## src/rtl/saw_pkg.sv

```systemverilog
// Shared types and constants for the stop-and-wait sender.
// Used by saw_front, saw_fifo, saw_back and the top level; no dependencies.
`timescale 1ns / 1ps

package saw_pkg;

    localparam int COUNT_W = 6;
    localparam int SEQ_W   = 16;

    localparam logic [15:0] TIMEOUT_RESET = 16'd2;

    // Input item codes carried on tuser.
    localparam logic [1:0] FUNC_LOAD = 2'd0;
    localparam logic [1:0] FUNC_ACK  = 2'd1;
    localparam logic [1:0] FUNC_TICK = 2'd2;

    // Result kinds.
    localparam logic [2:0] KIND_SEQ      = 3'd0;
    localparam logic [2:0] KIND_LEN      = 3'd1;
    localparam logic [2:0] KIND_DATA     = 3'd2;
    localparam logic [2:0] KIND_SUM      = 3'd3;
    localparam logic [2:0] KIND_ACK_OK   = 3'd4;
    localparam logic [2:0] KIND_ACK_IGN  = 3'd5;
    localparam logic [2:0] KIND_REJECTED = 3'd6;

    typedef enum logic {
        CMD_STATUS,
        CMD_FRAME
    } t_cmd_op;

    // One request from the front to the back. For a frame, value is the
    // sequence number; for a status, value is the reported number.
    typedef struct packed {
        t_cmd_op              op;
        logic [2:0]           kind;
        logic [15:0]          value;
        logic [COUNT_W-1:0]   count;
        logic [15:0]          sum;
        logic                 resend;
    } t_cmd;

    typedef struct packed {
        logic                 en;
        logic [COUNT_W-1:0]   addr;
        logic [7:0]           data;
    } t_wr;

endpackage

```

## src/rtl/stop_and_wait_arq_sender_core.sv

```systemverilog
// Stop-and-wait sender. Requests that give results go through the request
// queue and then the output register; a frame (PAYLOAD_BYTES + 3 results)
// leaves at one result per cycle while i_m_tready is high. Loads that fill
// the buffer wait while a frame is being read out, and all requests wait
// while the queue is full. Reset (i_rst_n low, synchronous) empties the
// queue, clears the control state and sets the timeout to two ticks.
`timescale 1ns / 1ps

module stop_and_wait_arq_sender_core #(
    parameter int PAYLOAD_BYTES = 46
) (
    input  logic        i_clk,
    input  logic        i_rst_n,
    input  logic        i_cfg_we,
    input  logic [15:0] i_cfg_wdata,   // timeout_ticks
    input  logic        i_s_tvalid,
    output logic        o_s_tready,
    input  logic [23:0] i_s_tdata,     // [7:0] data_byte, [23:8] ack_number
    input  logic        i_s_tlast,     // last_byte
    input  logic [1:0]  i_s_tuser,     // [1:0] func
    output logic        o_m_tvalid,
    input  logic        i_m_tready,
    output logic [15:0] o_m_tdata,     // [15:0] out_value
    output logic        o_m_tlast,     // out_last
    output logic [3:0]  o_m_tuser      // [2:0] out_kind, [3] is_resend
);
    import saw_pkg::*;

    logic q_push;
    logic q_pop;
    logic q_full;
    logic q_empty;
    logic back_idle;
    t_cmd push_cmd;
    t_cmd head_cmd;
    t_wr  buf_wr;

    saw_front #(
        .PAYLOAD_BYTES(PAYLOAD_BYTES)
    ) u_front (
        .i_clk       (i_clk),
        .i_rst_n     (i_rst_n),
        .i_cfg_we    (i_cfg_we),
        .i_cfg_wdata (i_cfg_wdata),
        .i_s_tvalid  (i_s_tvalid),
        .o_s_tready  (o_s_tready),
        .i_s_tdata   (i_s_tdata),
        .i_s_tlast   (i_s_tlast),
        .i_s_tuser   (i_s_tuser),
        .i_q_full    (q_full),
        .i_q_empty   (q_empty),
        .i_back_idle (back_idle),
        .o_push      (q_push),
        .o_cmd       (push_cmd),
        .o_wr        (buf_wr)
    );

    saw_fifo u_fifo (
        .i_clk   (i_clk),
        .i_rst_n (i_rst_n),
        .i_push  (q_push),
        .i_cmd   (push_cmd),
        .i_pop   (q_pop),
        .o_cmd   (head_cmd),
        .o_full  (q_full),
        .o_empty (q_empty)
    );

    saw_back #(
        .PAYLOAD_BYTES(PAYLOAD_BYTES)
    ) u_back (
        .i_clk      (i_clk),
        .i_rst_n    (i_rst_n),
        .i_wr       (buf_wr),
        .i_q_empty  (q_empty),
        .i_cmd      (head_cmd),
        .o_pop      (q_pop),
        .o_idle     (back_idle),
        .o_m_tvalid (o_m_tvalid),
        .i_m_tready (i_m_tready),
        .o_m_tdata  (o_m_tdata),
        .o_m_tlast  (o_m_tlast),
        .o_m_tuser  (o_m_tuser)
    );

endmodule

```

## src/rtl/saw_fifo.sv

```systemverilog
// Two-entry request queue between the front and back parts of the sender.
// Depends on saw_pkg for the request type.
`timescale 1ns / 1ps

module saw_fifo (
    input  logic          i_clk,
    input  logic          i_rst_n,
    input  logic          i_push,
    input  saw_pkg::t_cmd i_cmd,
    input  logic          i_pop,
    output saw_pkg::t_cmd o_cmd,
    output logic          o_full,
    output logic          o_empty
);
    import saw_pkg::*;

    t_cmd       r_mem [2];
    logic       r_wptr;
    logic       r_rptr;
    logic [1:0] r_fill;

    assign o_cmd   = r_mem[r_rptr];
    assign o_full  = (r_fill == 2'd2);
    assign o_empty = (r_fill == 2'd0);

    always_ff @(posedge i_clk) begin
        if (!i_rst_n) begin
            r_wptr <= 1'b0;
            r_rptr <= 1'b0;
            r_fill <= 2'd0;
        end else begin
            if (i_push) begin
                r_mem[r_wptr] <= i_cmd;
                r_wptr        <= ~r_wptr;
            end
            if (i_pop) begin
                r_rptr <= ~r_rptr;
            end
            case ({i_push, i_pop})
                2'b10:   r_fill <= r_fill + 2'd1;
                2'b01:   r_fill <= r_fill - 2'd1;
                default: r_fill <= r_fill;
            endcase
        end
    end

endmodule

```

## src/rtl/saw_front.sv

```systemverilog
// Front part of the sender: accepts input items, keeps the protocol state
// (sequence, count, checksum, wait flag, tick counter) and queues requests.
// Depends on saw_pkg.
`timescale 1ns / 1ps

module saw_front #(
    parameter int PAYLOAD_BYTES = 46
) (
    input  logic          i_clk,
    input  logic          i_rst_n,
    input  logic          i_cfg_we,
    input  logic [15:0]   i_cfg_wdata,
    input  logic          i_s_tvalid,
    output logic          o_s_tready,
    input  logic [23:0]   i_s_tdata,
    input  logic          i_s_tlast,
    input  logic [1:0]    i_s_tuser,
    input  logic          i_q_full,
    input  logic          i_q_empty,
    input  logic          i_back_idle,
    output logic          o_push,
    output saw_pkg::t_cmd o_cmd,
    output saw_pkg::t_wr  o_wr
);
    import saw_pkg::*;

    localparam logic [COUNT_W-1:0] FULL_CNT = COUNT_W'(PAYLOAD_BYTES);

    logic [15:0]        r_timeout;
    logic [15:0]        r_seq;
    logic [COUNT_W-1:0] r_cnt;
    logic [15:0]        r_sum;
    logic [15:0]        r_tick;
    logic               r_await;

    logic [15:0]        n_seq;
    logic [COUNT_W-1:0] n_cnt;
    logic [15:0]        n_sum;
    logic [15:0]        n_tick;
    logic               n_await;

    logic               w_accept;
    logic [7:0]         w_byte;
    logic [15:0]        w_ackn;
    logic [15:0]        w_limit;
    logic               w_fill_blocked;

    assign w_byte  = i_s_tdata[7:0];
    assign w_ackn  = i_s_tdata[23:8];
    assign w_limit = (r_timeout == 16'd0) ? 16'd1 : r_timeout;

    // A load that writes the buffer waits until any frame in flight has been
    // read out completely, since the back part reads the same buffer.
    assign w_fill_blocked = (i_s_tuser == FUNC_LOAD) && !r_await
                            && !(i_back_idle && i_q_empty);
    assign o_s_tready     = !i_q_full && !w_fill_blocked;
    assign w_accept       = i_s_tvalid && o_s_tready;

    always_comb begin
        n_seq   = r_seq;
        n_cnt   = r_cnt;
        n_sum   = r_sum;
        n_tick  = r_tick;
        n_await = r_await;
        o_push  = 1'b0;
        o_cmd   = '{op: CMD_STATUS, kind: KIND_ACK_IGN, value: w_ackn,
                    count: r_cnt, sum: r_sum, resend: 1'b0};
        o_wr    = '{en: 1'b0, addr: r_cnt, data: w_byte};
        if (w_accept) begin
            case (i_s_tuser)
                FUNC_LOAD: begin
                    if (r_await) begin
                        o_push      = 1'b1;
                        o_cmd.kind  = KIND_REJECTED;
                        o_cmd.value = {8'd0, w_byte};
                    end else begin
                        if (r_cnt < FULL_CNT) begin
                            o_wr.en = 1'b1;
                            n_cnt   = r_cnt + COUNT_W'(1);
                            n_sum   = r_sum + {8'd0, w_byte};
                        end
                        if (n_cnt >= FULL_CNT || i_s_tlast) begin
                            n_await     = 1'b1;
                            n_tick      = 16'd0;
                            o_push      = 1'b1;
                            o_cmd.op    = CMD_FRAME;
                            o_cmd.kind  = KIND_SEQ;
                            o_cmd.value = r_seq;
                            o_cmd.count = n_cnt;
                            o_cmd.sum   = n_sum;
                        end
                    end
                end
                FUNC_ACK: begin
                    o_push = 1'b1;
                    if (r_await && w_ackn == r_seq) begin
                        o_cmd.kind = KIND_ACK_OK;
                        n_seq      = r_seq + 16'd1;
                        n_await    = 1'b0;
                        n_tick     = 16'd0;
                        n_cnt      = '0;
                        n_sum      = 16'd0;
                    end
                end
                FUNC_TICK: begin
                    if (r_await) begin
                        if ({1'b0, r_tick} + 17'd1 >= {1'b0, w_limit}) begin
                            n_tick       = 16'd0;
                            o_push       = 1'b1;
                            o_cmd.op     = CMD_FRAME;
                            o_cmd.kind   = KIND_SEQ;
                            o_cmd.value  = r_seq;
                            o_cmd.resend = 1'b1;
                        end else begin
                            n_tick = r_tick + 16'd1;
                        end
                    end
                end
                default: ;
            endcase
        end
    end

    always_ff @(posedge i_clk) begin
        if (!i_rst_n) begin
            r_timeout <= TIMEOUT_RESET;
            r_seq     <= 16'd0;
            r_cnt     <= '0;
            r_sum     <= 16'd0;
            r_tick    <= 16'd0;
            r_await   <= 1'b0;
        end else begin
            if (i_cfg_we) begin
                r_timeout <= i_cfg_wdata;
            end
            r_seq   <= n_seq;
            r_cnt   <= n_cnt;
            r_sum   <= n_sum;
            r_tick  <= n_tick;
            r_await <= n_await;
        end
    end

endmodule

```

## src/rtl/saw_back.sv

```systemverilog
// Back part of the sender: holds the payload buffer, turns queued requests
// into result items and drives the output register. Depends on saw_pkg.
`timescale 1ns / 1ps

module saw_back #(
    parameter int PAYLOAD_BYTES = 46
) (
    input  logic          i_clk,
    input  logic          i_rst_n,
    input  saw_pkg::t_wr  i_wr,
    input  logic          i_q_empty,
    input  saw_pkg::t_cmd i_cmd,
    output logic          o_pop,
    output logic          o_idle,
    output logic          o_m_tvalid,
    input  logic          i_m_tready,
    output logic [15:0]   o_m_tdata,
    output logic          o_m_tlast,
    output logic [3:0]    o_m_tuser
);
    import saw_pkg::*;

    localparam int AW = (PAYLOAD_BYTES > 1) ? $clog2(PAYLOAD_BYTES) : 1;
    localparam logic [COUNT_W-1:0] LAST_IDX = COUNT_W'(PAYLOAD_BYTES - 1);

    typedef enum logic [1:0] {
        ST_IDLE,
        ST_LEN,
        ST_DATA,
        ST_SUM
    } t_state;

    t_state             r_state;
    logic [7:0]         r_mem [PAYLOAD_BYTES];
    logic [7:0]         r_rd_data;
    logic [COUNT_W-1:0] r_idx;
    logic [COUNT_W-1:0] r_cnt;
    logic [15:0]        r_sum;
    logic               r_resend;

    logic               r_valid;
    logic [2:0]         r_kind;
    logic [15:0]        r_value;
    logic               r_last;
    logic               r_out_resend;

    logic [COUNT_W-1:0] n_idx;
    logic               w_load;

    assign w_load     = !r_valid || i_m_tready;
    assign o_pop      = w_load && (r_state == ST_IDLE) && !i_q_empty;
    assign o_idle     = (r_state == ST_IDLE);
    assign o_m_tvalid = r_valid;
    assign o_m_tdata  = r_value;
    assign o_m_tlast  = r_last;
    assign o_m_tuser  = {r_out_resend, r_kind};

    // The buffer is read at the index the walk will hold next, so that the
    // registered byte lines up with the index when the result is loaded.
    // After the last slot the index returns to zero and stays in the buffer.
    always_comb begin
        n_idx = r_idx;
        if (w_load) begin
            unique case (r_state)
                ST_LEN:  n_idx = '0;
                ST_DATA: n_idx = (r_idx == LAST_IDX) ? '0 : r_idx + COUNT_W'(1);
                ST_IDLE,
                ST_SUM:  n_idx = r_idx;
            endcase
        end
    end

    always_ff @(posedge i_clk) begin
        if (i_wr.en) begin
            r_mem[i_wr.addr[AW-1:0]] <= i_wr.data;
        end
        r_rd_data <= r_mem[n_idx[AW-1:0]];
    end

    always_ff @(posedge i_clk) begin
        if (!i_rst_n) begin
            r_state <= ST_IDLE;
            r_valid <= 1'b0;
            r_idx   <= '0;
        end else if (w_load) begin
            unique case (r_state)
                ST_IDLE: begin
                    if (!i_q_empty) begin
                        r_valid <= 1'b1;
                        r_value <= i_cmd.value;
                        if (i_cmd.op == CMD_STATUS) begin
                            r_kind       <= i_cmd.kind;
                            r_last       <= 1'b1;
                            r_out_resend <= 1'b0;
                        end else begin
                            r_kind       <= KIND_SEQ;
                            r_last       <= 1'b0;
                            r_out_resend <= i_cmd.resend;
                            r_cnt        <= i_cmd.count;
                            r_sum        <= i_cmd.sum;
                            r_resend     <= i_cmd.resend;
                            r_state      <= ST_LEN;
                        end
                    end else begin
                        r_valid <= 1'b0;
                    end
                end
                ST_LEN: begin
                    r_valid      <= 1'b1;
                    r_kind       <= KIND_LEN;
                    r_value      <= {{(16 - COUNT_W){1'b0}}, r_cnt};
                    r_last       <= 1'b0;
                    r_out_resend <= r_resend;
                    r_idx        <= n_idx;
                    r_state      <= ST_DATA;
                end
                ST_DATA: begin
                    r_valid      <= 1'b1;
                    r_kind       <= KIND_DATA;
                    r_value      <= (r_idx < r_cnt) ? {8'd0, r_rd_data} : 16'd0;
                    r_last       <= 1'b0;
                    r_out_resend <= r_resend;
                    r_idx        <= n_idx;
                    if (r_idx == LAST_IDX) begin
                        r_state <= ST_SUM;
                    end
                end
                ST_SUM: begin
                    r_valid      <= 1'b1;
                    r_kind       <= KIND_SUM;
                    r_value      <= r_sum;
                    r_last       <= 1'b1;
                    r_out_resend <= r_resend;
                    r_state      <= ST_IDLE;
                end
            endcase
        end
    end

endmodule
```

## config.mk

```make
export PLATFORM = sky130hd
export DESIGN_NAME = stop_and_wait_arq_sender_core
export DESIGN_NICKNAME = d
export VERILOG_FILES = /design/src/rtl/saw_pkg.sv /design/src/rtl/stop_and_wait_arq_sender_core.sv /design/src/rtl/saw_fifo.sv /design/src/rtl/saw_front.sv /design/src/rtl/saw_back.sv
export SDC_FILE = /design/constraint.sdc
export NUM_CORES = 1
export LEC_CHECK = 0
export BUFFER_PORTS_ARGS = -buffer_cell sky130_fd_sc_hd__buf_2
export CAP_MARGIN = 20
export CORE_ASPECT_RATIO = 1.4
export CORE_UTILIZATION = 36
export CTS_BUF_LIST = sky130_fd_sc_hd__clkbuf_2
export CTS_CLUSTER_DIAMETER = 200
export DETAILED_ROUTE_END_ITERATION = 6
export PLACE_DENSITY_LB_ADDON = 0.3
export SYNTH_ARGS = -nofsm -noshare
export SYNTH_HDL_FRONTEND = slang
export SYNTH_SLANG_ARGS = --single-unit
```

## constraint.sdc

```tcl
create_clock -name i_clk -period 4.9 [get_ports i_clk]
set_input_delay 0.98 -clock i_clk [delete_from_list [all_inputs] [get_ports i_clk]]
set_output_delay 0.98 -clock i_clk [all_outputs]
set_load 0.005 [all_outputs]
```

* Word level (Yosys, flattened, before mapping)
Memories as Yosys holds them, arrays and structs flattened. A register that Yosys moved wholly into a read port is not among the register bits.
Cells that the tools add are included.
** Storage, ports and cells
- Output and inout bits :: 23
- Logic and storage cells :: 158
- Bits in writable memories :: 454
- Memories kept :: 2
- Bits in latches :: 0
- Bits of input ports :: 48
- Bits in registers :: 128
- Memory bits (read-only) :: 0
** Cells by class
- $lt $le $gt $ge :: 4
- Divide/modulo/power cells :: 0
- $add $sub $neg :: 8
- Eq/ne operators :: 17
- Shifts and indexed selects :: 0
- Multipliers :: 0
- Multiplexer cells :: 71
- Reduce and logical (&&, ||, !) cells :: 34
- Bitwise logic cells :: 3
** Memories
- u_back.r_mem :: depth 46, width 8, read ports 1, clocked after Yosys merged registers in 1, wr ports 1, line saw_back.sv:34 : logic [7:0] r_mem [PAYLOAD_BYTES];
- u_fifo.r_mem :: depth 2, width 43, read ports 1, clocked after Yosys merged registers in 1, wr ports 1, line saw_fifo.sv:17 : t_cmd r_mem [2];
** Operators by type and width (number)
- 2-to-1 mux 16 bit :: 9
- one-hot mux 16 bit (2 select lines) :: 2
- one-hot mux 16 bit (4 select lines) :: 1
- 2-to-1 mux 6 bit :: 8
- one-hot mux 16 bit (3 select lines) :: 1
- 2-to-1 mux 22 bit :: 2
- 2-to-1 mux 43 bit :: 1
- 2-to-1 mux 42 bit :: 1
- 2-to-1 mux 20 bit :: 2
- adder 16 x 1 -> 16 bit (second input constant) :: 2
- 2-to-1 mux 1 bit :: 25
- 2-to-1 mux 19 bit :: 1
- one-hot mux 6 bit (3 select lines) :: 1
- adder 16 x 1 -> 17 bit (second input constant) :: 1
- >= comparator 17 x 16 -> 1 bit :: 1
- adder 16 x 8 -> 16 bit :: 1
- equality test 16 bit :: 1
- zero test 16 bit :: 1
- adder 6 x 1 -> 6 bit (second input constant) :: 2
- one-hot mux 3 bit (4 select lines) :: 1
- one-hot mux 6 bit (2 select lines) :: 1
- equality test 2 bit (second input constant) :: 5
- one-hot mux 3 bit (3 select lines) :: 1
- AND reduction 3 bit :: 3
- other kinds (29) :: 63

* Logic depth before layout (Yosys ltp)
Gate-level depths: netlist of the first run.
- Depth in word-level cells :: 17
- Depth in mapped cells :: 19
- Depth with buffers taken out :: 18

* Cells and area by module
Synthesis of the first run repeated with hierarchy kept, for this count alone.
** Unflattened totals
- Cells, all modules :: 1884
- Area, all modules :: 25659.6 µm²
** By module, submodules not included
- saw_back :: seq. area each 12712.2 µm², times used 1, cells each 1126, area an instance 17415.5 µm²
- saw_front :: seq. area each 1421.4 µm², times used 1, cells each 601, area an instance 4931.0 µm²
- saw_fifo :: seq. area each 2682.6 µm², times used 1, cells each 157, area an instance 3313.2 µm²

* Worst setup path before layout of the first run
OpenSTA, ideal clock, no wires.
- Kind :: register to register
- From :: register u_front.r_tick[2]
- To :: memory u_fifo.r_mem[0][0] (netlist bit) (enable)
- Required time :: 4.457 ns
- Clock period less this slack :: 5.199 ns
- Path buffers :: 1
- Cell stages (with the launch flop) :: 17
- Library setup time :: 0.443 ns
- Setup slack :: -0.299 ns
- Arrival time :: 4.755 ns
- Cells stage by stage :: dfxtp_1 nand3_1 nor2_1 and3_1 and3_1 clkbuf_1 nand3_1 xnor2_1 ha_1 and4_1 nand4_1 a311o_1 o211ai_1 nor2_1 o21ai_0 nand2_1 nor2_1
** On the way
- Longest elaborated chain between the ends :: 9
** RTL lines
- start: declaration :: line saw_front.sv:33 : logic [15:0] r_tick;
- start signal: assignment :: line saw_front.sv:139 : r_tick <= n_tick;
- adder 16 x 1 -> 17 bit :: line saw_front.sv:107 : if ({1'b0, r_tick} + 17'd1 >= {1'b0, w_limit}) begin
- >= comparator 17 x 16 -> 1 bit :: line saw_front.sv:107
- 2-to-1 mux 1 bit :: line saw_front.sv:107
- 2-to-1 mux 1 bit :: line saw_front.sv:106 : if (r_await) begin
- one-hot mux 1 bit (3 select lines) :: line saw_front.sv:70 : case (i_s_tuser)
- 2-to-1 mux 1 bit :: line saw_front.sv:69 : if (w_accept) begin
- 2-to-1 mux 1 bit :: line saw_fifo.sv:32 : if (i_push) begin
- 2-to-1 mux 1 bit :: line saw_fifo.sv:27 : if (!i_rst_n) begin
- 2-to-1 mux 1 bit (implied by the code) :: line saw_fifo.sv:33 : r_mem[r_wptr] <= i_cmd;
- end: declaration :: line saw_fifo.sv:17
Every way passes these cells.

* Final worst setup path of the first run
- From :: register u_front.r_tick[2]
- To :: register u_fifo.r_fill[1]
** On the way
- Longest elaborated chain between the ends :: 8
- Elaborated cells on any way between the ends :: 10
- Those cells by class :: add/sub (1); order compare (1); eq/ne (2); mux (5); reduce/logical (1)
** RTL lines
- adder 16 x 1 -> 17 bit (*) :: line saw_front.sv:107
- >= comparator 17 x 16 -> 1 bit (*) :: line saw_front.sv:107
- 2-to-1 mux 1 bit (*) :: line saw_front.sv:107
- 2-to-1 mux 1 bit (*) :: line saw_front.sv:106
- one-hot mux 1 bit (3 select lines) (*) :: line saw_front.sv:70
- 2-to-1 mux 1 bit (*) :: line saw_front.sv:69
- equality test 2 x 1 -> 1 bit / equality test 2 bit (equally long branches) :: line saw_fifo.sv:39 : case ({i_push, i_pop})
- one-hot mux 2 bit (2 select lines) / nonzero test 2 bit (equally long branches)
- end signal: assignment :: line saw_fifo.sv:40 : 2'b10: r_fill <= r_fill + 2'd1;
- end signal: assignment :: line saw_fifo.sv:41 : 2'b01: r_fill <= r_fill - 2'd1;
- end signal: assignment :: line saw_fifo.sv:42 : default: r_fill <= r_fill;
- end: declaration :: line saw_fifo.sv:20 : logic [1:0] r_fill;
Every way passes the cells marked *; elsewhere a longest branch is shown, timed or not.
A chain may end at the register's enable or synchronous reset.

==> results of run 1 <==
[kinds of logic after synthesis]
kind of cell    synth area share [%]
compound gates                  11.2
fa+ha+maj                       2.02
xor+xnor                        2.18
simple gates                    11.5
flops                           65.4
mux                             4.79
buf+inv                         2.91
[registers in the layout, indices dropped and copies added, names as in the netlist, 8 cells and up, named ones only]
name / count
u_front.r_timeout: 16
u_back.r_sum: 16
u_front.r_sum: 16
u_front.r_seq: 16
u_back.r_mem: 368
u_fifo.r_mem: 86
u_back.o_m_tdata: 16
u_back.r_rd_data: 8
u_front.r_tick: 16
[metrics by stage]
stage,hold WS [ns],cells
2_1_floorplan,0.452,2022
3_3_place_gp,0.476,2946
3_5_place_dp,0.478,2947
4_1_cts,0.00249,3245
5_1_grt,0.0566,3246
6_report,0.208,3246
[worst max-delay path by stage]
stage                               endpoint  slack, ns
final                       u_fifo.r_fill[1]       0.71
after global routing        u_fifo.r_fill[1]       0.27
after CTS                   u_fifo.r_fill[1]       0.68
after detailed placement    u_fifo.r_fill[1]       0.72
after global placement      u_fifo.r_fill[1]       0.77
after floorplan           u_fifo.r_mem[0][0]       0.41
[worst max-delay path, delay by kind of cell, from the launching register on]
family | cells | cell delay [ns]
adder cells (fa/ha/maj) | 2 | 0.65
AO/OA/AOI/OAI | 4 | 0.96
buffers and inverters | 1 | 0.08
AND/OR/NAND/NOR | 9 | 1.81
flip-flops | 1 | 0.45
XOR/XNOR | 1 | 0.17
[placed cells by master, fill, tap and decap left out, drive strengths merged, types with 27 or more instances in the layout]
cell	count
nand3	86
a21oi	130
a31oi	27
clkinv	37
ha	40
buf	112
a22oi	40
nand2	262
mux2i	77
and3	27
clkbuf	212
inv	38
o21ai	47
dlygate4sd3	39
xnor2	29
xor2	35
mux2	41
edfxtp	498
a22o	31
dfxtp	93
nor2	142
[per-layer routing]
metal / vias to the layer above / track usage (%)
li1: 8064 / -
met2: 585 / 32.7
met4: 0 / 8.72
met5: - / 0
met3: 118 / 3.70
met1: 8384 / 21.1
[layout make-up]
cell class | instances | area [sq um]
sequential | 591 | 16800
inverter | 36 | 135
tap | 936 | 1170
multi-input combinational | 1272 | 8210
timing repair buffer | 151 | 1150
clock buffer | 212 | 1060
clock inverter | 47 | 365
antenna | 1 | 2.50
fill | 6731 | 41600
[power by group]
group	switching (mW)	internal (mW)	total [mW]
Sequential	0.149	5.70	5.85
Combinational	2.29	1.24	3.53
Clock	1.99	1.48	3.47
==> impl_metrics.toml, run 1 <==
[synth]
synth-async-reset-ratio_pct = 0
synth_top_area_share_pct = 58.1
ys.flop_type = "edfxtp_1"
syn_area_per_cell_sq_um = 12.7
ys_seq_elements = 591
yosysSeqAreaShare_pct = 65.4
synth_area_sq_um = 25700
synth-edff-count = 498
synth_common_cells = "498 x edfxtp_1, 262 x nand2_1, 141 x nor2_1"
synth_nets = 2111
ys_warn_count = 0
yosys-top-cells-area = "edfxtp_1 58%, dfxtp_1 7.2%, nand2_1 3.8%"
synth_cell_types = 79
syn_inst = 2022
yosys.area.top_type = "edfxtp_1"
yosysMostFrequentCell = "edfxtp_1"

[die]
ios = 71
fp.dieArea_sq_um = 72500
die_x_microns = 228
rows = 115
die_h_microns = 318
initial_core_util_pct = 36.5
design.core.area_sq_um = 70500

[sta]
setup_ws_ns = 0.710
relSlewSlack_pct = 37.4
min_period_ns = 4.19
finalSetupTns_ns = 0
rsz0062_at_grt = "no"
min_period_over_period_pct = 85.5
slew_violations = 0
fmax_ghz = 0.239
finalHoldViolCount = 0
finalSetupViolations = 0
max_slew.worst_pin.slew_ns = 0.935
skew_ns = 0.0900

[job]
cap_viol_max_count = 0

[place]
postPlaceCellArea_sq_um = 27100
gp_congestion = 0.864
pre_cts_slack_ns = 0.721
io_buffers = 70
dp_hpwl_microns = 43800

[layout]
design_area_sq_um = 28900
area_growth_pct = 12.4
post-route-util_pct = 41.0
fin_nets = 2285
drive_above_1_share_pct = 18.2

[critical_path]
worst_setup_path_start_kind = "flop"
rr_endpoint = "u_fifo.r_fill[1]"
r2r-start = "u_front.r_tick[2]"
crit_arrival_ns = 5.37
cpPeakStageDelay_ns = 0.45
slowest_stage = "dfxtp_1"
setup.worst_path.start = "u_front.r_tick[2]"
rrSetupSlack_ns = 0.71
ff2ff_path_depth = 17
cp_max_fo = 7
crit_type = "flop to flop"
cp-end-kind = "flop"
path_cells = "nand3_1, nor2_1, and3_1, and3_1, nand3_1, xnor2_1, ha_1, and4_1, nand4_1, a311o_1, o211ai_1, nor2_1, o21ai_0, inv_1, ha_1, or3_1, a21oi_1"
required_ns = 6.08

[cts]
cts_tree = "built"
cts_resized = 0
cts-root-buf = "clkbuf_2"
clock_sinks = 591
cts_buffer_depth = 3
clk_latency_ns = 1.27
cts_inserted_buffers = 144
postCtsSetupRepairBufs = 0
holdBufCountCts = 39
clk_pin_slew_ns = 0.12
cts_htree_levels = 4

[global_route]
grt_pass1_vias = 17200
grt_overflow = 0
track_usage_pct = 18.4
grt_max_degree = 95
antenna_found_initial = 2
grt_pass1_wl_microns = 102000

[power]
power_mw = 12.8
vdd.ir_drop.worst_mv = 0.435
p_leak_nw = 10.2
power.density_nw_per_um2 = 444

[worst_hold_path]
min_from = "i_rst_n"
whs_path_depth = 3
hold_class = "input pin to flop"
min_to = "u_fifo.r_wptr"

[drt]
route.met3.wl_microns = 3350
drt_iter0_drc = 1197
wire_per_inst_microns = 20.5
route.detailed.drc = 0
drtAntennaViolNets = 0
highest_layer = "met4"
dr_wl_met2_microns = 34800
wl_met1_microns = 26100
via_per_inst = 5.28
num_vias = 17200
routed_wl_microns = 66600
drtPass1Iterations = 7

[status]
status = "completed"
(Power assumes the default switching activity.)
==> run 2: changes to the inputs <==
--- a/config.mk
+++ b/config.mk
@@ -5,13 +5,14 @@
 export SDC_FILE = /design/constraint.sdc
 export NUM_CORES = 1
 export LEC_CHECK = 0
-export BUFFER_PORTS_ARGS = -buffer_cell sky130_fd_sc_hd__buf_2
+export BUFFER_PORTS_ARGS = -buffer_cell sky130_fd_sc_hd__clkbuf_2
 export CAP_MARGIN = 20
 export CORE_ASPECT_RATIO = 1.4
 export CORE_UTILIZATION = 36
 export CTS_BUF_LIST = sky130_fd_sc_hd__clkbuf_2
 export CTS_CLUSTER_DIAMETER = 200
 export DETAILED_ROUTE_END_ITERATION = 6
+export MAX_ROUTING_LAYER = met4
 export PLACE_DENSITY_LB_ADDON = 0.3
 export SYNTH_ARGS = -nofsm -noshare
 export SYNTH_HDL_FRONTEND = slang
==> run 2 against run 1 <==
Critical path depth shrank 1. Final area shrank 0.30%. Fmax shrank 0.50%. Cell count is essentially flat. Die area is the same. Clock power shrank 3%. First-iteration DRC count grew 0.58%. Core utilization shrank 0.12 points.
==> impl_metrics.toml, run 2 (synthesis results as in run 1) <==
[drt]
wire_per_inst_microns = 20.2
drt_iter0_drc = 1204
num_vias = 16900
drtAntennaViolNets = 0
drtPass1Iterations = 5
route.detailed.drc = 0
routed_wl_microns = 65700
via_per_inst = 5.21

[power]
p_leak_nw = 10.2
vdd.ir_drop.worst_mv = 0.307
power_mw = 12.7
power.density_nw_per_um2 = 442

[cts]
cts_resized = 0
cts_htree_levels = 4
cts_buffer_depth = 3
cts-root-buf = "clkbuf_2"
clk_latency_ns = 1.31
cts_tree = "built"
clk_pin_slew_ns = 0.11
clock_sinks = 591
cts_inserted_buffers = 143
holdBufCountCts = 35
postCtsSetupRepairBufs = 0

[global_route]
grt_pass1_wl_microns = 100000
grt_pass1_vias = 17100
track_usage_pct = 18.7
antenna_found_initial = 3
grt_overflow = 0
grt_max_degree = 90

[sta]
finalSetupViolations = 0
finalSetupTns_ns = 0
min_period_ns = 4.21
max_slew.worst_pin.slew_ns = 0.994
rsz0062_at_grt = "no"
fmax_ghz = 0.237
slew_violations = 0
relSlewSlack_pct = 33.7
skew_ns = 0.125
finalHoldViolCount = 0
min_period_over_period_pct = 85.9

[place]
gp_congestion = 0.835
dp_hpwl_microns = 43100
io_buffers = 70

[layout]
area_growth_pct = 12.1
drive_above_1_share_pct = 18.6
final_common_cell = "edfxtp_1"
top_regs = "u_back.r_mem: 368 flops, u_fifo.r_mem: 86 flops"
largest_register_ffs = 368
final_cell_mix = "498 x edfxtp_1, 286 x clkbuf_2, 262 x nand2_1"
fin_nets = 2281
largest_register = "u_back.r_mem"

[critical_path]
worst_setup_path_start_kind = "flop"
cp_max_fo = 43
cp-end-kind = "flop"
crit_arrival_ns = 5.09
crit_type = "flop to flop"
required_ns = 5.78

[die]
fp.dieArea_sq_um = 72500
die_x_microns = 228
design.core.area_sq_um = 70500
ios = 71
rows = 115
die_h_microns = 318
initial_core_util_pct = 36.5

[job]
cap_viol_max_count = 0

[status]
status = "completed"

[worst_hold_path]
hold_class = "input pin to flop"
-- run 2: cell count changes in the layout (fill, tap and decap cells not counted) --
| cell | change |
|---|---|
| buf_2 | -70 |
| inv_2 | +3 |
| inv_6 | +1 |
| diode_2 | +2 |
| buf_12 | -1 |
| bufinv_16 | -2 |
| dlygate4sd3_1 | -4 |
| clkinv_2 | +3 |
| clkinvlp_4 | -1 |
| buf_4 | +2 |
| clkinv_1 | -9 |
| clkbuf_2 | +74 |
-- run 2: path summary, 6_finish.rpt --
check	cells past startpoint	slack, ns	from	endpoint
max reg2reg	16	0.69	u_front.r_tick[3]	u_fifo.r_mem[0][18]
min reg2reg	2	0.50	u_front.r_tick[11]	u_front.r_tick[11]
min	3	0.21	i_rst_n	u_front.r_timeout[1]
max	16	0.69	u_front.r_tick[3]	u_fifo.r_mem[0][18]
-- run 2: area by class of cell --
type,count,area (sq um)
repair buffers,148,1110
inverters,36,135
clock inverters,42,299
multi-input cells,1272,8210
well taps,936,1170
flip-flops and latches,591,16800
diodes,3,7.51
fillers,6763,41700
clock buffers,216,1080
-- run 2: layer usage --
| layer | wire, microns | share of wire, % | GRT usage [%] |
|---|---|---|---|
| met1 | 26200 | 40 | 20.5 |
| met5 | 0 | 0 | - |
| met3 | 3040 | 4.6 | 4.42 |
| met2 | 34000 | 52 | 31.9 |
| met4 | 2500 | 3.8 | 8.72 |
-- run 2: metrics by stage --
| step | hold slack, ns | utilization, % | cell area [sq um] | setup slack (ns) | cells |
|---|---|---|---|---|---|
| final | 0.209 | 40.9 | 28800 | 0.689 | 3244 |
| after global routing | 0.0371 | 40.9 | 28800 | 0.298 | 3244 |
| after CTS | 0.0188 | 40.9 | 28800 | 0.692 | 3241 |
| after detailed placement | 0.480 | 38.4 | 27100 | 0.732 | 2948 |
| after global placement | 0.470 | 38.4 | 27100 | 0.735 | 2947 |
| after floorplan | 0.452 | - | 25700 | 0.408 | 2022 |
-- run 2: critical path, cell delays in order (launching register included) --
cell	delay [ns]
dfxtp_1	0.45
nand3_1	0.12
nor2_1	0.19
and3_1	0.26
and3_1	0.32
nand3_1	0.13
xnor2_1	0.16
ha_1	0.30
and4_1	0.21
nand4_1	0.12
a311o_1	0.29
o211ai_1	0.17
nor2_1	0.12
o21ai_0	0.37
nand2_1	0.18
nor2_4	0.13
buf_12	0.27
-- run 2: power breakdown --
group	internal [mW]	switching, mW
Combinational	1.23	2.26
Sequential	5.70	0.152
Clock	1.40	1.99
==> run 3: changes to the inputs <==
==> constraint.sdc (replaced) <==
create_clock -name i_clk -period 4.9 [get_ports i_clk]
set_input_delay 1.47 -clock i_clk [delete_from_list [all_inputs] [get_ports i_clk]]
set_output_delay 1.47 -clock i_clk [all_outputs]
set_load 0.005 [all_outputs]
==> run 3 against run 2 <==
Via count up 1.6%. Worst setup slack worse by 0.077 ns. Clock-buffer cell count down 14. Core utilization about the same. Power up 0.89%. Wire length up 5.1%. Cell count up 0.40%. Hold slack better by 0.19 ns. Global-route usage up 0.92 points. Sequential cell count unchanged.
==> impl_metrics.toml, run 3 (synthesis results as in run 1) <==
[power]
netSwitchingFraction_pct = 35.1
combPwrFrac_pct = 27.6
p_int_mw = 8.34
clock_power_share_pct = 26.7
power.density_nw_per_um2 = 445
p_sw_mw = 4.50
vdd.ir_drop.worst_mv = 0.211
p_leak_nw = 10.3
pwr-share-seq_pct = 45.8

[cts]
clock_sinks = 591
cts_inserted_buffers = 144
cts_resized = 0
postCtsSetupRepairBufs = 0
cts_buffer_depth = 3
cts_htree_levels = 4
clk_pin_slew_ns = 0.11
clk_latency_ns = 1.31
holdBufCountCts = 0
cts_tree = "built"
cts-root-buf = "clkbuf_2"

[layout]
largest_register_ffs = 368
top_regs = "u_back.r_mem: 368 flops, u_fifo.r_mem: 86 flops"
drive_above_1_share_pct = 19.9
final_cell_mix = "498 x edfxtp_1, 272 x clkbuf_2, 262 x nand2_1"
area_growth_pct = 12.1
largest_register = "u_back.r_mem"
final_common_cell = "edfxtp_1"
layout.cells.non_filler = 3257
fin_nets = 2291

[die]
design.core.area_sq_um = 70500
rows = 115
die_h_microns = 318
ios = 71
die_x_microns = 228
fp.dieArea_sq_um = 72500
initial_core_util_pct = 36.5

[sta]
rsz0062_at_grt = "no"
finalSetupViolations = 0
relSlewSlack_pct = 34.7
min_period_ns = 4.29
skew_ns = 0.115
max_slew.worst_pin.slew_ns = 0.976
finalSetupTns_ns = 0
min_period_over_period_pct = 87.5
slew_violations = 0
fmax_ghz = 0.233
finalHoldViolCount = 0

[critical_path]
cpPeakStageDelay_ns = 0.45
crit_type = "flop to flop"
cp_max_fo = 21
worst_setup_path_start_kind = "flop"
slowest_stage = "dfxtp_1"
cp_num_cells = 16
crit_arrival_ns = 5.18
cp-end-kind = "flop"
crit_buf_inv = 1
rrSetupSlack_ns = 0.61
path_cells = "nand3_1, nor2_1, and3_1, and3_1, nand3_1, xnor2_1, ha_1, and4_1, nand4_1, a311o_1, o211ai_1, nor2_1, o21ai_0, nand2_1, nor2_4, buf_4"
ff2ff_path_depth = 16
critPathTopFamily = "simple AND/OR/NAND/NOR gates"
required_ns = 5.80

[global_route]
grt_pass1_vias = 17500
top_usage_layer = "met2"
grt_max_degree = 57
use_met3_pct = 4.18
track_usage_pct = 19.6
grtUsageMet1_pct = 21.1
grtUsageMet2_pct = 34.7
antenna_found_initial = 2
grt_pass1_wl_microns = 104000
grt_overflow = 0

[drt]
drtPass1Iterations = 5
wire_per_inst_microns = 21.2
num_vias = 17200
via_per_inst = 5.27
route.detailed.drc = 0
routed_wl_microns = 69000
drt_iter0_drc = 1196
drtAntennaViolNets = 0

[worst_hold_path]
hold_class = "input pin to flop"
whs_path_depth = 3

[place]
gp_congestion = 0.880
dp_hpwl_microns = 46400
io_buffers = 70
dp_cells = 2992

[job]
cap_viol_max_count = 0

[status]
status = "completed"
run 3: cell types whose count changed in the layout (fill, tap and decap cells not counted), sizes merged:
cell	previous run	this run
buf	43	87
dlygate4sd3	35	0
clkinv	31	48
clkbuf	286	272
bufinv	4	5
diode	3	2
inv	42	43
run 3: layer usage:
layer / routed length, microns / vias to the layer above
met2: 36500 / 507
met5: 0 / -
li1: - / 8041
met3: 3580 / 131
met4: 2360 / 0
met1: 26600 / 8477
run 3: worst reg2reg max path: stages (launching register included):
cell and delay (ns):
dfxtp_1 0.45, nand3_1 0.12, nor2_1 0.22, and3_1 0.28, and3_1 0.30, nand3_1 0.14, xnor2_1 0.17, ha_1 0.29
and4_1 0.18, nand4_1 0.13, a311o_1 0.29, o211ai_1 0.17, nor2_1 0.11, o21ai_0 0.39, nand2_1 0.18, nor2_4 0.12
buf_4 0.32
run 3: area by class of cell:
| type | instances | area [sq um] |
|---|---|---|
| Clock inverter | 61 | 397 |
| Multi-Input combinational cell | 1272 | 8210 |
| Fill cell | 6702 | 41700 |
| Antenna cell | 2 | 5.00 |
| Sequential cell | 591 | 16800 |
| Tap cell | 936 | 1170 |
| Inverter | 36 | 135 |
| Timing Repair Buffer | 157 | 1090 |
| Clock buffer | 202 | 1010 |
run 3: worst paths after layout:
check	from	to
max	u_front.r_tick[2]	u_fifo.r_mem[0][38]
min	i_cfg_wdata[1]	u_front.r_timeout[1]
max reg2reg	u_front.r_tick[2]	u_fifo.r_mem[0][38]
min reg2reg	u_front.r_tick[11]	u_front.r_tick[11]
run 3: metrics by stage:
step,worst slack [ns],total power [mW],cell area (sq um),utilization (%),hold slack [ns]
final,0.613,12.8,28800,40.9,0.394
after global routing,0.259,13.5,28800,40.9,0.274
after CTS,0.593,13.0,28800,40.9,0.213
after detailed placement,0.549,9.54,27400,38.9,0.478
after global placement,0.404,9.50,27400,38.9,0.464
after floorplan,0.408,8.34,25700,-,0.452
run 3: power groups by stage:
stage | combinational, mW | sequential (mW) | clock (mW)
floorplan | 2.43 | 5.91 | 0
global placement | 3.52 | 5.99 | 0
detailed placement | 3.56 | 5.98 | 0
CTS | 3.57 | 5.88 | 3.54
global route | 3.85 | 5.90 | 3.76
finish | 3.54 | 5.88 | 3.42
